File: src/design/pfsp_pkg.sv
// Shared types and constants for the parallel flash sector programmer.
// Used by the controller, the datapath and the top level; depends on nothing.
package pfsp_pkg;

  // Default geometry.
  localparam int SECTOR_WORDS_DEF = 2048;
  localparam int ADDR_BITS_DEF    = 20;

  // Configuration register indexes.
  localparam logic [1:0] CFG_RETRY_LIMIT = 2'd0;
  localparam logic [1:0] CFG_EXP_MAKER   = 2'd1;
  localparam logic [1:0] CFG_EXP_DEVICE  = 2'd2;
  localparam logic [1:0] CFG_CHIP_LOG2   = 2'd3;

  // Configuration reset values.
  localparam logic [2:0] RETRY_LIMIT_RST = 3'd3;
  localparam logic [4:0] CHIP_LOG2_RST   = 5'd20;

  // Input request codes.
  localparam logic [1:0] REQ_LOAD  = 2'd0;
  localparam logic [1:0] REQ_START = 2'd1;
  localparam logic [1:0] REQ_READ  = 2'd2;

  // Result operation codes.
  localparam logic [1:0] OP_WRITE  = 2'd0;
  localparam logic [1:0] OP_READ   = 2'd1;
  localparam logic [1:0] OP_STATUS = 2'd2;

  // Job status codes.
  localparam logic [1:0] STS_OK     = 2'd0;
  localparam logic [1:0] STS_IOERR  = 2'd1;
  localparam logic [1:0] STS_UNSUPP = 2'd2;

  // Flash command words and unlock addresses.
  localparam logic [15:0] UNLOCK_A1   = 16'h5555;
  localparam logic [15:0] UNLOCK_A2   = 16'h2AAA;
  localparam logic [15:0] CMD_AA      = 16'h00AA;
  localparam logic [15:0] CMD_55      = 16'h0055;
  localparam logic [15:0] CMD_RESET   = 16'h00F0;
  localparam logic [15:0] CMD_ID      = 16'h0090;
  localparam logic [15:0] CMD_PROGRAM = 16'h00A0;
  localparam logic [15:0] CMD_ERASE   = 16'h0080;
  localparam logic [15:0] CMD_SECTOR  = 16'h0030;
  localparam logic [15:0] BLANK_WORD  = 16'hFFFF;
  localparam int          POLL_BIT    = 6;

  // Controller states; the W_ states wait for an input item.
  typedef enum logic [5:0] {
    ST_IDLE, ST_ID_AA, ST_ID_55, ST_ID_90, ST_RD0, ST_W_MAKER, ST_RD1, ST_W_DEVICE,
    ST_RST0, ST_RST1, ST_E1, ST_E2, ST_E3, ST_E4, ST_E5, ST_E6, ST_E_RD,
    ST_W_E_FIRST, ST_RD_ETOG, ST_W_E_TOGGLE, ST_RD_EFIN, ST_W_E_FINAL,
    ST_FAIL_F0, ST_FAIL, ST_SCAN, ST_SCAN_CHK,
    ST_P1, ST_P2, ST_P3, ST_P4, ST_P_RD,
    ST_W_P_FIRST, ST_RD_PTOG, ST_W_P_TOGGLE, ST_RD_PFIN, ST_W_P_FINAL,
    ST_VSTART, ST_W_VERIFY, ST_V_NEXT, ST_FIN
  } state_t;

  // Address source of a result.
  typedef enum logic [3:0] {
    AS_ZERO, AS_ONE, AS_U1, AS_U2, AS_BASE_U1, AS_BASE_U2, AS_JOB, AS_POLL, AS_JOBPOS
  } addr_sel_t;

  // Data source of a result.
  typedef enum logic [3:0] {
    DS_ZERO, DS_AA, DS_55, DS_ID, DS_ERASE, DS_SECTOR, DS_PROGRAM, DS_RESET, DS_EXP
  } data_sel_t;

  // Commands from the controller to the datapath.
  typedef struct packed {
    logic      emit;
    logic [1:0] op;
    addr_sel_t asel;
    data_sel_t dsel;
    logic      last;
    logic      load_we;
    logic      start_job;
    logic      latch_maker;
    logic      latch_device;
    logic      load_attempts;
    logic      dec_attempts;
    logic      clr_attempts;
    logic      erase_poll;
    logic      set_prev;
    logic      pos_clr;
    logic      pos_inc;
    logic      set_prog;
    logic      set_status;
    logic [1:0] status_code;
  } dp_cmd_t;

  // Status from the datapath to the controller.
  typedef struct packed {
    logic out_free;
    logic dev_ok;
    logic toggled;
    logic read_match;
    logic verify_match;
    logic blank;
    logic pos_end;
    logic attempts_gt1;
    logic erase_only;
  } dp_sts_t;

endpackage

File: src/design/pfsp_ctrl.sv
// Controller state machine of the flash sector programmer.
// Depends on pfsp_pkg; drives the datapath through dp_cmd_t and reads dp_sts_t.
module pfsp_ctrl import pfsp_pkg::*; (
  input  logic       clk,
  input  logic       rst,
  input  logic       in_valid,
  input  logic [1:0] req_type,
  output logic       in_stall,
  input  dp_sts_t    sts,
  output dp_cmd_t    cmd
);

  state_t state, state_next;
  logic   waiting;
  logic   acc;
  logic   rd_acc;

  // Items are taken only while idle or waiting for flash read data.
  always_comb begin
    unique case (state)
      ST_IDLE, ST_W_MAKER, ST_W_DEVICE, ST_W_E_FIRST, ST_W_E_TOGGLE, ST_W_E_FINAL,
      ST_W_P_FIRST, ST_W_P_TOGGLE, ST_W_P_FINAL, ST_W_VERIFY: waiting = 1'b1;
      default: waiting = 1'b0;
    endcase
  end

  assign in_stall = !waiting;
  assign acc      = in_valid && waiting;
  assign rd_acc   = acc && (req_type == REQ_READ);

  // State register.
  always_ff @(posedge clk) begin
    if (rst) begin
      state <= ST_IDLE;
    end else begin
      state <= state_next;
    end
  end

  // Next state.
  always_comb begin
    state_next = state;
    unique case (state)
      ST_IDLE: begin
        if (acc && req_type == REQ_START) state_next = ST_ID_AA;
      end
      ST_ID_AA:   if (sts.out_free) state_next = ST_ID_55;
      ST_ID_55:   if (sts.out_free) state_next = ST_ID_90;
      ST_ID_90:   if (sts.out_free) state_next = ST_RD0;
      ST_RD0:     if (sts.out_free) state_next = ST_W_MAKER;
      ST_W_MAKER: if (rd_acc) state_next = ST_RD1;
      ST_RD1:     if (sts.out_free) state_next = ST_W_DEVICE;
      ST_W_DEVICE: if (rd_acc) state_next = ST_RST0;
      ST_RST0:    if (sts.out_free) state_next = ST_RST1;
      ST_RST1: begin
        if (sts.out_free) state_next = sts.dev_ok ? ST_E1 : ST_FIN;
      end
      ST_E1:      if (sts.out_free) state_next = ST_E2;
      ST_E2:      if (sts.out_free) state_next = ST_E3;
      ST_E3:      if (sts.out_free) state_next = ST_E4;
      ST_E4:      if (sts.out_free) state_next = ST_E5;
      ST_E5:      if (sts.out_free) state_next = ST_E6;
      ST_E6:      if (sts.out_free) state_next = ST_E_RD;
      ST_E_RD:    if (sts.out_free) state_next = ST_W_E_FIRST;
      ST_W_E_FIRST: if (rd_acc) state_next = ST_RD_ETOG;
      ST_RD_ETOG: if (sts.out_free) state_next = ST_W_E_TOGGLE;
      ST_W_E_TOGGLE: begin
        if (rd_acc) state_next = sts.toggled ? ST_RD_ETOG : ST_RD_EFIN;
      end
      ST_RD_EFIN: if (sts.out_free) state_next = ST_W_E_FINAL;
      ST_W_E_FINAL: begin
        if (rd_acc) begin
          if (!sts.read_match) state_next = ST_FAIL_F0;
          else if (sts.erase_only) state_next = ST_FIN;
          else state_next = ST_SCAN;
        end
      end
      ST_FAIL_F0: if (sts.out_free) state_next = ST_FAIL;
      ST_FAIL:    state_next = sts.attempts_gt1 ? ST_E1 : ST_FIN;
      ST_SCAN:    state_next = sts.pos_end ? ST_VSTART : ST_SCAN_CHK;
      ST_SCAN_CHK: state_next = sts.blank ? ST_SCAN : ST_P1;
      ST_P1:      if (sts.out_free) state_next = ST_P2;
      ST_P2:      if (sts.out_free) state_next = ST_P3;
      ST_P3:      if (sts.out_free) state_next = ST_P4;
      ST_P4:      if (sts.out_free) state_next = ST_P_RD;
      ST_P_RD:    if (sts.out_free) state_next = ST_W_P_FIRST;
      ST_W_P_FIRST: if (rd_acc) state_next = ST_RD_PTOG;
      ST_RD_PTOG: if (sts.out_free) state_next = ST_W_P_TOGGLE;
      ST_W_P_TOGGLE: begin
        if (rd_acc) state_next = sts.toggled ? ST_RD_PTOG : ST_RD_PFIN;
      end
      ST_RD_PFIN: if (sts.out_free) state_next = ST_W_P_FINAL;
      ST_W_P_FINAL: begin
        if (rd_acc) state_next = sts.read_match ? ST_SCAN : ST_FAIL_F0;
      end
      ST_VSTART:  if (sts.out_free) state_next = ST_W_VERIFY;
      ST_W_VERIFY: begin
        if (rd_acc) state_next = sts.verify_match ? ST_V_NEXT : ST_FAIL;
      end
      ST_V_NEXT: begin
        if (sts.pos_end) state_next = ST_FIN;
        else if (sts.out_free) state_next = ST_W_VERIFY;
      end
      ST_FIN:     if (sts.out_free) state_next = ST_IDLE;
      default:    state_next = ST_IDLE;
    endcase
  end

  // Datapath commands.
  always_comb begin
    cmd = '0;
    cmd.asel = AS_ZERO;
    cmd.dsel = DS_ZERO;
    cmd.op   = OP_WRITE;
    unique case (state)
      ST_IDLE: begin
        cmd.load_we   = acc && (req_type == REQ_LOAD);
        cmd.start_job = acc && (req_type == REQ_START);
      end
      ST_ID_AA: begin cmd.emit = 1'b1; cmd.asel = AS_U1; cmd.dsel = DS_AA; end
      ST_ID_55: begin cmd.emit = 1'b1; cmd.asel = AS_U2; cmd.dsel = DS_55; end
      ST_ID_90: begin cmd.emit = 1'b1; cmd.asel = AS_U1; cmd.dsel = DS_ID; end
      ST_RD0: begin cmd.emit = 1'b1; cmd.op = OP_READ; cmd.last = 1'b1; end
      ST_W_MAKER: cmd.latch_maker = rd_acc;
      ST_RD1: begin
        cmd.emit = 1'b1; cmd.op = OP_READ; cmd.asel = AS_ONE; cmd.last = 1'b1;
      end
      ST_W_DEVICE: begin
        cmd.latch_device  = rd_acc;
        cmd.load_attempts = rd_acc;
      end
      ST_RST0: begin cmd.emit = 1'b1; cmd.dsel = DS_RESET; end
      ST_RST1: begin
        cmd.emit = 1'b1; cmd.asel = AS_JOB; cmd.dsel = DS_RESET;
        cmd.set_status  = sts.out_free && !sts.dev_ok;
        cmd.status_code = STS_UNSUPP;
      end
      ST_E1: begin cmd.emit = 1'b1; cmd.asel = AS_BASE_U1; cmd.dsel = DS_AA; end
      ST_E2: begin cmd.emit = 1'b1; cmd.asel = AS_BASE_U2; cmd.dsel = DS_55; end
      ST_E3: begin cmd.emit = 1'b1; cmd.asel = AS_BASE_U1; cmd.dsel = DS_ERASE; end
      ST_E4: begin cmd.emit = 1'b1; cmd.asel = AS_BASE_U1; cmd.dsel = DS_AA; end
      ST_E5: begin cmd.emit = 1'b1; cmd.asel = AS_BASE_U2; cmd.dsel = DS_55; end
      ST_E6: begin
        cmd.emit = 1'b1; cmd.asel = AS_JOB; cmd.dsel = DS_SECTOR;
        cmd.erase_poll = sts.out_free;
      end
      ST_E_RD, ST_RD_ETOG, ST_RD_EFIN, ST_P_RD, ST_RD_PTOG, ST_RD_PFIN: begin
        cmd.emit = 1'b1; cmd.op = OP_READ; cmd.asel = AS_POLL; cmd.last = 1'b1;
      end
      ST_W_E_FIRST, ST_W_E_TOGGLE, ST_W_P_FIRST, ST_W_P_TOGGLE: cmd.set_prev = rd_acc;
      ST_W_E_FINAL: begin
        cmd.pos_clr     = rd_acc && sts.read_match && !sts.erase_only;
        cmd.set_status  = rd_acc && sts.read_match && sts.erase_only;
        cmd.status_code = STS_OK;
      end
      ST_FAIL_F0: begin cmd.emit = 1'b1; cmd.asel = AS_POLL; cmd.dsel = DS_RESET; end
      ST_FAIL: begin
        cmd.dec_attempts = sts.attempts_gt1;
        cmd.clr_attempts = !sts.attempts_gt1;
        cmd.set_status   = !sts.attempts_gt1;
        cmd.status_code  = STS_IOERR;
      end
      ST_SCAN: cmd.pos_clr = sts.pos_end;
      ST_SCAN_CHK: begin
        cmd.pos_inc  = sts.blank;
        cmd.set_prog = !sts.blank;
      end
      ST_P1: begin cmd.emit = 1'b1; cmd.asel = AS_BASE_U1; cmd.dsel = DS_AA; end
      ST_P2: begin cmd.emit = 1'b1; cmd.asel = AS_BASE_U2; cmd.dsel = DS_55; end
      ST_P3: begin cmd.emit = 1'b1; cmd.asel = AS_BASE_U1; cmd.dsel = DS_PROGRAM; end
      ST_P4: begin cmd.emit = 1'b1; cmd.asel = AS_POLL; cmd.dsel = DS_EXP; end
      ST_W_P_FINAL: cmd.pos_inc = rd_acc && sts.read_match;
      ST_VSTART: begin
        cmd.emit = 1'b1; cmd.op = OP_READ; cmd.asel = AS_JOB; cmd.last = 1'b1;
      end
      ST_W_VERIFY: cmd.pos_inc = rd_acc && sts.verify_match;
      ST_V_NEXT: begin
        cmd.emit        = !sts.pos_end;
        cmd.op          = OP_READ;
        cmd.asel        = AS_JOBPOS;
        cmd.last        = 1'b1;
        cmd.pos_clr     = sts.pos_end;
        cmd.set_status  = sts.pos_end;
        cmd.status_code = STS_OK;
      end
      ST_FIN: begin cmd.emit = 1'b1; cmd.op = OP_STATUS; cmd.last = 1'b1; end
      default: cmd.emit = 1'b0;
    endcase
  end

  // A failed attempt with budget left restarts the erase.
  a_retry: assert property (@(posedge clk) disable iff (rst)
    (state == ST_FAIL && sts.attempts_gt1) |=> (state == ST_E1))
    else $error("retry did not restart erase");

  // A delivered status result ends the job.
  a_fin_idle: assert property (@(posedge clk) disable iff (rst)
    (state == ST_FIN && sts.out_free) |=> (state == ST_IDLE))
    else $error("job did not return to idle after status");

  // Verify never waits on a position past the sector.
  a_verify_pos: assert property (@(posedge clk) disable iff (rst)
    (state == ST_W_VERIFY) |-> !sts.pos_end)
    else $error("verify position out of range");

endmodule

File: config.mk
export PLATFORM = sky130hd
export DESIGN_NAME = pfsp_ctrl
export DESIGN_NICKNAME = d
export VERILOG_FILES = /design/src/design/pfsp_pkg.sv /design/src/design/pfsp_ctrl.sv
export SDC_FILE = /design/constraint.sdc
export NUM_CORES = 1
export LEC_CHECK = 0
export BUFFER_PORTS_ARGS = -buffer_cell sky130_fd_sc_hd__buf_4
export CAP_MARGIN = 20
export CORE_MARGIN = 1.5
export CORE_UTILIZATION = 54
export CTS_BUF_LIST = sky130_fd_sc_hd__clkbuf_16
export CTS_CLUSTER_SIZE = 30
export DETAILED_ROUTE_END_ITERATION = 10
export PLACE_DENSITY = 0.8
export SETUP_SLACK_MARGIN = 0.5
export SLEW_MARGIN = 20
export SYNTH_ARGS = -nofsm -noshare
export SYNTH_HDL_FRONTEND = slang
export SYNTH_SLANG_ARGS = --single-unit
File: constraint.sdc
create_clock -name clk -period 2.05 [get_ports clk]
set_input_delay 0.1025 -clock clk [delete_from_list [all_inputs] [get_ports clk]]
set_output_delay 0.1025 -clock clk [all_outputs]
set_load 0.01 [all_outputs]
==> impl_metrics.yaml, run 1 <==
synth:
  syn-num-nets: 276
  synth-edff-count: 0
  syn_inst: 262
  synthTopCellsByArea: "a21oi_1, dfxtp_1, o21ai_0, nor2_1, nor3_1"
  syn_avg_cell_area_um2: 6.170
  synth_top_cell_area_share: 0.08050
  yosys_warnings: 0
  synthArstFlopShare: 0
  synthFlopType: "dfxtp_1"
  synth-seq-cells: 6
  ys_types: 57
  syn-cell-area_um2: 1617
  ys_seq_area_frac: 0.07430
  synth.largest_area_cell: "a21oi_1"
place:
  place_congestion: 1.062
  portBuffers: 41
  dp_hpwl_um: 5023
cts:
  cts-hold-fix-buffers: 0
  htreeDepth: 1
  cts_buffers: 3
  clk_path_buf_depth: 2
  cts.sinks: 6
  clock-root-buffer: "clkbuf_16"
grt:
  grt_max_degree: 21
status:
  run_status: "stopped before the end"
  failing_step: "global routing"
  tool.error: "[ERROR DPL-0038] Utilization greater than 100%, impossible to legalize"
die:
  die_w_um: 57.72
  io_pins: 42
  die_y_um: 57.72
  rows: 19
  start_util: 0.5763
-- stage by stage --
stage / cells / setup slack (ns) / instance area (µm²) / hold WS [ns]
after floorplan: 262 / 0.1075 / 1733 / 0.1704
after detailed placement: 350 / -0.07703 / 2262 / 0.3354
after CTS: 364 / -0.01485 / 2719 / 0.09648
after global placement: 350 / 0.07151 / 2262 / 0.3235
-- Yosys cell counts (all sizes together) (3+ instances only) --
cell type and count:
dfxtp 6, inv 7, a31oi 5, buf 19, nor2b 9, o21a 3, or2 3, a221oi 4
o22ai 3, nor3 16, nor2 23, a32oi 3, and2 3, nand2b 9, and3 7, clkbuf 7
a211oi 5, nor4 9, nand3 9, o31ai 3, nand2 20, nand3b 4, o211ai 6, o21ai 25
a21oi 26, o2111ai 3
-- repair_timing --
item	4_1_cts
setup endpoints to repair	34
setup buffers	10
resized for setup	82
cloned	1
pin swaps	15
-- cells by family after synthesis --
| logic type | after synthesis | share of synthesized area |
|---|---|---|
| mux | 1 | 0.006192 |
| compound gates | 102 | 0.4242 |
| flops | 6 | 0.07431 |
| buf+inv | 34 | 0.09442 |
| xor+xnor | 1 | 0.005419 |
| simple gates | 118 | 0.3955 |
==> run 2: changes to the inputs <==
--- a/config.mk
+++ b/config.mk
@@ -8,12 +8,9 @@
 export BUFFER_PORTS_ARGS = -buffer_cell sky130_fd_sc_hd__buf_4
 export CAP_MARGIN = 20
 export CORE_MARGIN = 1.5
-export CORE_UTILIZATION = 54
-export CTS_BUF_LIST = sky130_fd_sc_hd__clkbuf_16
-export CTS_CLUSTER_SIZE = 30
+export CORE_UTILIZATION = 40
 export DETAILED_ROUTE_END_ITERATION = 10
-export PLACE_DENSITY = 0.8
-export SETUP_SLACK_MARGIN = 0.5
+export PLACE_DENSITY_LB_ADDON = 0.15
 export SLEW_MARGIN = 20
 export SYNTH_ARGS = -nofsm -noshare
 export SYNTH_HDL_FRONTEND = slang
==> impl_metrics.yaml, run 2 <==
pwr:
  vdd_ir_drop_max_v: 0.0006316
  leakagePower_uw: 0.001009
  power.density_nw_per_um2: 1253
die:
  die_area_um2: 4432
  core-area_um2: 3771
  rows: 22
  io_pins: 42
  start_util: 0.4287
  die_w_um: 66.57
  die_y_um: 66.57
synth:
  yosys-top-cells-count: "a21oi_1, nor2_1, o21ai_0, nand2_1, nor3_1"
  yosys_warnings: 0
  synth_top_cell_area_share: 0.08050
  synthArstFlopShare: 0
  ys_types: 57
  syn_avg_cell_area_um2: 6.170
  synth.largest_area_cell: "a21oi_1"
  syn-num-nets: 276
  syn-cell-area_um2: 1617
  ys_seq_area_frac: 0.07430
  syn_inst: 262
  synthFlopType: "dfxtp_1"
  synth-seq-cells: 6
  synth-edff-count: 0
  synthTopCellsByArea: "a21oi_1, dfxtp_1, o21ai_0, nor2_1, nor3_1"
  synth_most_common_cell: "a21oi_1"
cts:
  clk_path_buf_depth: 2
  clk_pin_slew_ns: 0.04
  cts_tree: "built"
  cts-hold-fix-buffers: 0
  htreeDepth: 1
  cts_buffers: 3
  clock-root-buffer: "clkbuf_8"
  clkLatencyLatePin_ns: 0.23
  cts.sinks: 6
final_layout:
  final_util: 0.6616
  layout.nets: 352
  final_cells: 384
  reg_top3: "state: 6 flops"
  final_common_cell: "buf_4"
  max_flop_register: "state"
  area_growth_pct: 54.33
  largest_reg_flops: 6
  final_cell_mix: "buf_4, a21oi_1, nand2_1, nor2_1, o21ai_0"
  drive_gt1_frac: 0.4137
  antennaDiodeCount: 0
detailed_routing:
  routed_wl_um: 7077
  wl_per_cell_um: 18.43
  drtPass1Iterations: 5
  drtAntennaViolNets: 0
  viasPerCell: 6.466
  route.vias.total: 2483
  drt_iter0_drc: 425
  post-route-drc-count: 0
place:
  dp_slack_ns: 0.03521
  dp_hpwl_um: 5236
  placedCellCount: 379
  place_congestion: 0.9594
  portBuffers: 41
setup_path:
  critPathRequiredTime_ns: 1.95
  cp_max_fo: 10
  critPathCaptureType: "output port"
  arrival_ns: 1.92
  slowest_stage: "dfxtp_2"
  cp_slowest_stage_delay_ns: 0.34
  worstPathCellList: "buf_6 > or2_1 > buf_6 > nor2_4 > a21oi_2 > or2_4 > o21ai_2 > buf_4"
  cpMostUsedCell: "buf_6"
  critPathKind: "register to output port"
  critPathLaunchType: "register"
worst_hold_path:
  hp-class: "input port to register"
timing:
  finalSetupViolations: 0
  worst_pin_slew_ns: 0.4617
  finalSetupTns_ns: 0
  rsz0062_at_grt: "yes"
  finalHoldViolations: 0
  post-route-period-util: 0.9866
  skew_ns: 0.002757
  drv_slew: 0
  fmax_ghz: 0.4944
  setup_ws_ns: 0.02749
  relSlewSlack: 0.6901
  fin_crit_ns: 2.023
grt:
  grt_max_degree: 24
  grt_pass1_wl_um: 10550
  grt_pass1_vias: 2122
  grt_usage: 0.3104
  antenna_found_initial: 0
  overflow: 0
status:
  run_status: "complete, no violations"
flow_run:
  cap_violations: 0
-- run 2: cell counts after synthesis --
Identical to the previous run, type by type.
-- run 2: area by class of cell --
type,count,area [µm²]
flip-flops and latches,6,130.1
multi-input cells,222,1461
clock buffers,3,41.29
inverters,8,30.03
fillers,350,1276
repair buffers,97,772.0
well taps,48,60.06
-- run 2: metal layers --
layer	track usage	up-vias	part of all wire
met5	0	-	0
met4	0.07398	0	0.030
met3	0.02196	26	0.091
met2	0.4863	162	0.45
met1	0.4570	1153	0.43
li1	-	1142	-
-- run 2: kinds of logic after synthesis --
kind of cell           Yosys count  synth area share
AO/OA/AOI/OAI                  102            0.4242
XOR/XNOR                         1          0.005419
buffers and inverters           34           0.09442
flip-flops                       6           0.07431
multiplexers                     1          0.006192
AND/OR/NAND/NOR                118            0.3955
-- run 2: timing repair --
item	4_1_cts	5_1_grt
cloned	0	0
pin swaps	1	2
endpoints found under the setup margin	7	9
buffers inserted	0	2
gates resized for setup	11	24
-- run 2: critical path, delay by kind of cell (launching register included) --
family / cells / cell delay [ns]
DFF: 1 / 0.34
and+or+nand+nor: 3 / 0.69
buffers and inverters: 3 / 0.42
AOI/OAI and AO/OA: 2 / 0.24
-- run 2: worst paths after layout --
kind / slack (ns) / end / startpoint / cells past startpoint
hold / removal: 0.09 / state[2] / rst / 2
setup reg to reg: 0.07 / state[2] / state[1] / 7
setup / recovery: 0.03 / cmd[2] / state[4] / 8
hold reg to reg: 0.60 / state[1] / state[1] / 2
-- run 2: per-stage QoR --
stage	hold WS, ns	total power [µW]	cell area [µm²]
floorplan	0.1704	1670	1632
global placement	0.3293	2681	2307
detailed placement	0.3286	2688	2307
CTS	0.08541	2912	2380
global route	0.08888	3323	2495
finish	0.09323	3125	2495
-- run 2: power by group --
| group | switching [µW] | internal, µW |
|---|---|---|
| Sequential | 83.0 | 164 |
| Clock | 55.2 | 126 |
| Combinational | 1480 | 1220 |
(Power assumes the default switching activity.)
==> run 3: changes to the inputs <==
--- a/config.mk
+++ b/config.mk
@@ -11,6 +11,7 @@
 export CORE_UTILIZATION = 40
 export DETAILED_ROUTE_END_ITERATION = 10
 export PLACE_DENSITY_LB_ADDON = 0.15
+export REMOVE_ABC_BUFFERS = 1
 export SLEW_MARGIN = 20
 export SYNTH_ARGS = -nofsm -noshare
 export SYNTH_HDL_FRONTEND = slang
==> impl_metrics.yaml, run 3 (synthesis results as in run 2) <==
die:
  rows: 22
  core-area_um2: 3771
  die_w_um: 66.57
  start_util: 0.4287
  die_area_um2: 4432
  die_y_um: 66.57
  io_pins: 42
detailed_routing:
  route.vias.total: 2545
  routed_wl_um: 7166
  wl_per_cell_um: 18.23
  drtPass1Iterations: 5
  drtAntennaViolNets: 0
  viasPerCell: 6.476
  drt_iter0_drc: 310
  post-route-drc-count: 0
setup_path:
  cp_max_fo: 31
  rrSetupSlack_ns: 0.02
  r2r_start: "state[2]"
  reg2reg_to: "state[4]"
  critPathCaptureType: "register"
  critPathRequiredTime_ns: 2.16
  critPathKind: "register to register"
  r2r_cells: 7
  critPathLaunchType: "register"
  arrival_ns: 2.15
final_layout:
  drive_gt1_frac: 0.4174
  final_cell_mix: "buf_4, a21oi_1, nand2_1"
  max_flop_register: "state"
  reg_top3: "state: 6 flops"
  antennaDiodeCount: 0
  largest_reg_flops: 6
  layout.nets: 361
  final_common_cell: "buf_4"
  final_util: 0.6765
  area_growth_pct: 57.82
pwr:
  total_power_uw: 3220
  leakagePower_uw: 0.001064
  power.density_nw_per_um2: 1262
  vdd_ir_drop_max_v: 0.0006551
flow_run:
  cap_violations: 0
timing:
  finalHoldViolations: 0
  finalSetupTns_ns: 0
  relSlewSlack: 0.6752
  finalSetupViolations: 0
  setup_ws_ns: 0.01600
  worst_pin_slew_ns: 0.4827
  post-route-period-util: 0.9922
  fin_crit_ns: 2.034
  drv_slew: 0
  fmax_ghz: 0.4916
  skew_ns: 0.001032
cts:
  cts_tree: "built"
  clock-root-buffer: "clkbuf_8"
  cts.sinks: 6
  cts-hold-fix-buffers: 0
  clk_pin_slew_ns: 0.04
  htreeDepth: 1
  clk_path_buf_depth: 2
  clkLatencyLatePin_ns: 0.23
  cts_buffers: 3
place:
  dp_hpwl_um: 5369
  place_congestion: 1.077
  portBuffers: 41
  dp_slack_ns: 0.008060
status:
  run_status: "complete, no violations"
grt:
  grt_pass1_wl_um: 11230
  antenna_found_initial: 0
  overflow: 0
  grt_max_degree: 32
  grt_pass1_vias: 2193
  grt_usage: 0.3318
worst_hold_path:
  min_path_cells: 2
  hold_end: "state[0]"
  hp-class: "input port to register"
  min_from: "rst"
[run 3: cell types whose count changed in the layout (fill, tap and decap cells not counted), moves of 2 or more]
cell     change
buf_4       +10
dfxtp_1      +2
dfxtp_4      +2
buf_6        -2
o21ai_2      +2
dfxtp_2      -4
nor2b_2      -2
nor3_2       -2
nor4_1       +2
[run 3: final cells by class]
cell class	count	area, µm²
Fill cell	309	1220
Timing Repair Buffer	106	839.6
Clock buffer	3	41.29
Multi-Input combinational cell	222	1448
Tap cell	48	60.06
Inverter	8	30.03
Sequential cell	6	132.6
[run 3: power breakdown]
| part | internal, µW | leakage [µW] | total, µW | switching, µW |
|---|---|---|---|---|
| combinational | 1270 | 0.000991 | 2800 | 1530 |
| sequential | 165 | 0.0000519 | 228 | 62.8 |
| clock | 127 | 0.0000216 | 188 | 60.8 |
| total | 1560 | 0.00106 | 3220 | 1660 |
[run 3: what timing repair did]
item                                    4_1_cts  5_1_grt
endpoints found under the setup margin        8       14
pin swaps                                     0        9
setup buffers                                 0        4
resized for setup                            13       24
[run 3: worst max-delay path by stage]
stage	startpoint	end	slack, ns
after floorplan	state[4]	cmd[10]	-0.76
final	state[2]	state[4]	0.02
after detailed placement	state[4]	state[5]	0.008
after global placement	state[0]	state[5]	-0.007
after CTS	state[4]	cmd[4]	0.005
after global routing	state[2]	cmd[2]	-0.06
[run 3: stage by stage]
stage | std cells | instance area, µm² | hold WS, ns
after global routing | 393 | 2551 | 0.1143
after floorplan | 236 | 1494 | 0.1704
final | 393 | 2551 | 0.09506
after global placement | 386 | 2345 | 0.3272
after detailed placement | 386 | 2345 | 0.3263
after CTS | 389 | 2429 | 0.09187
[run 3: critical path, stage by stage (launching register included)]
cell	delay (ns)
dfxtp_1	0.34
buf_12	0.18
and2_1	0.20
o21a_1	0.13
a2111o_1	0.45
a22oi_4	0.21
a21oi_1	0.10
nor3_1	0.28
[run 3: routing by layer]
layer | GRT usage | wire [µm]
met3 | 0.04899 | 798
met1 | 0.4645 | 2853
met4 | 0.08673 | 261
met2 | 0.5275 | 3253
met5 | 0 | 0
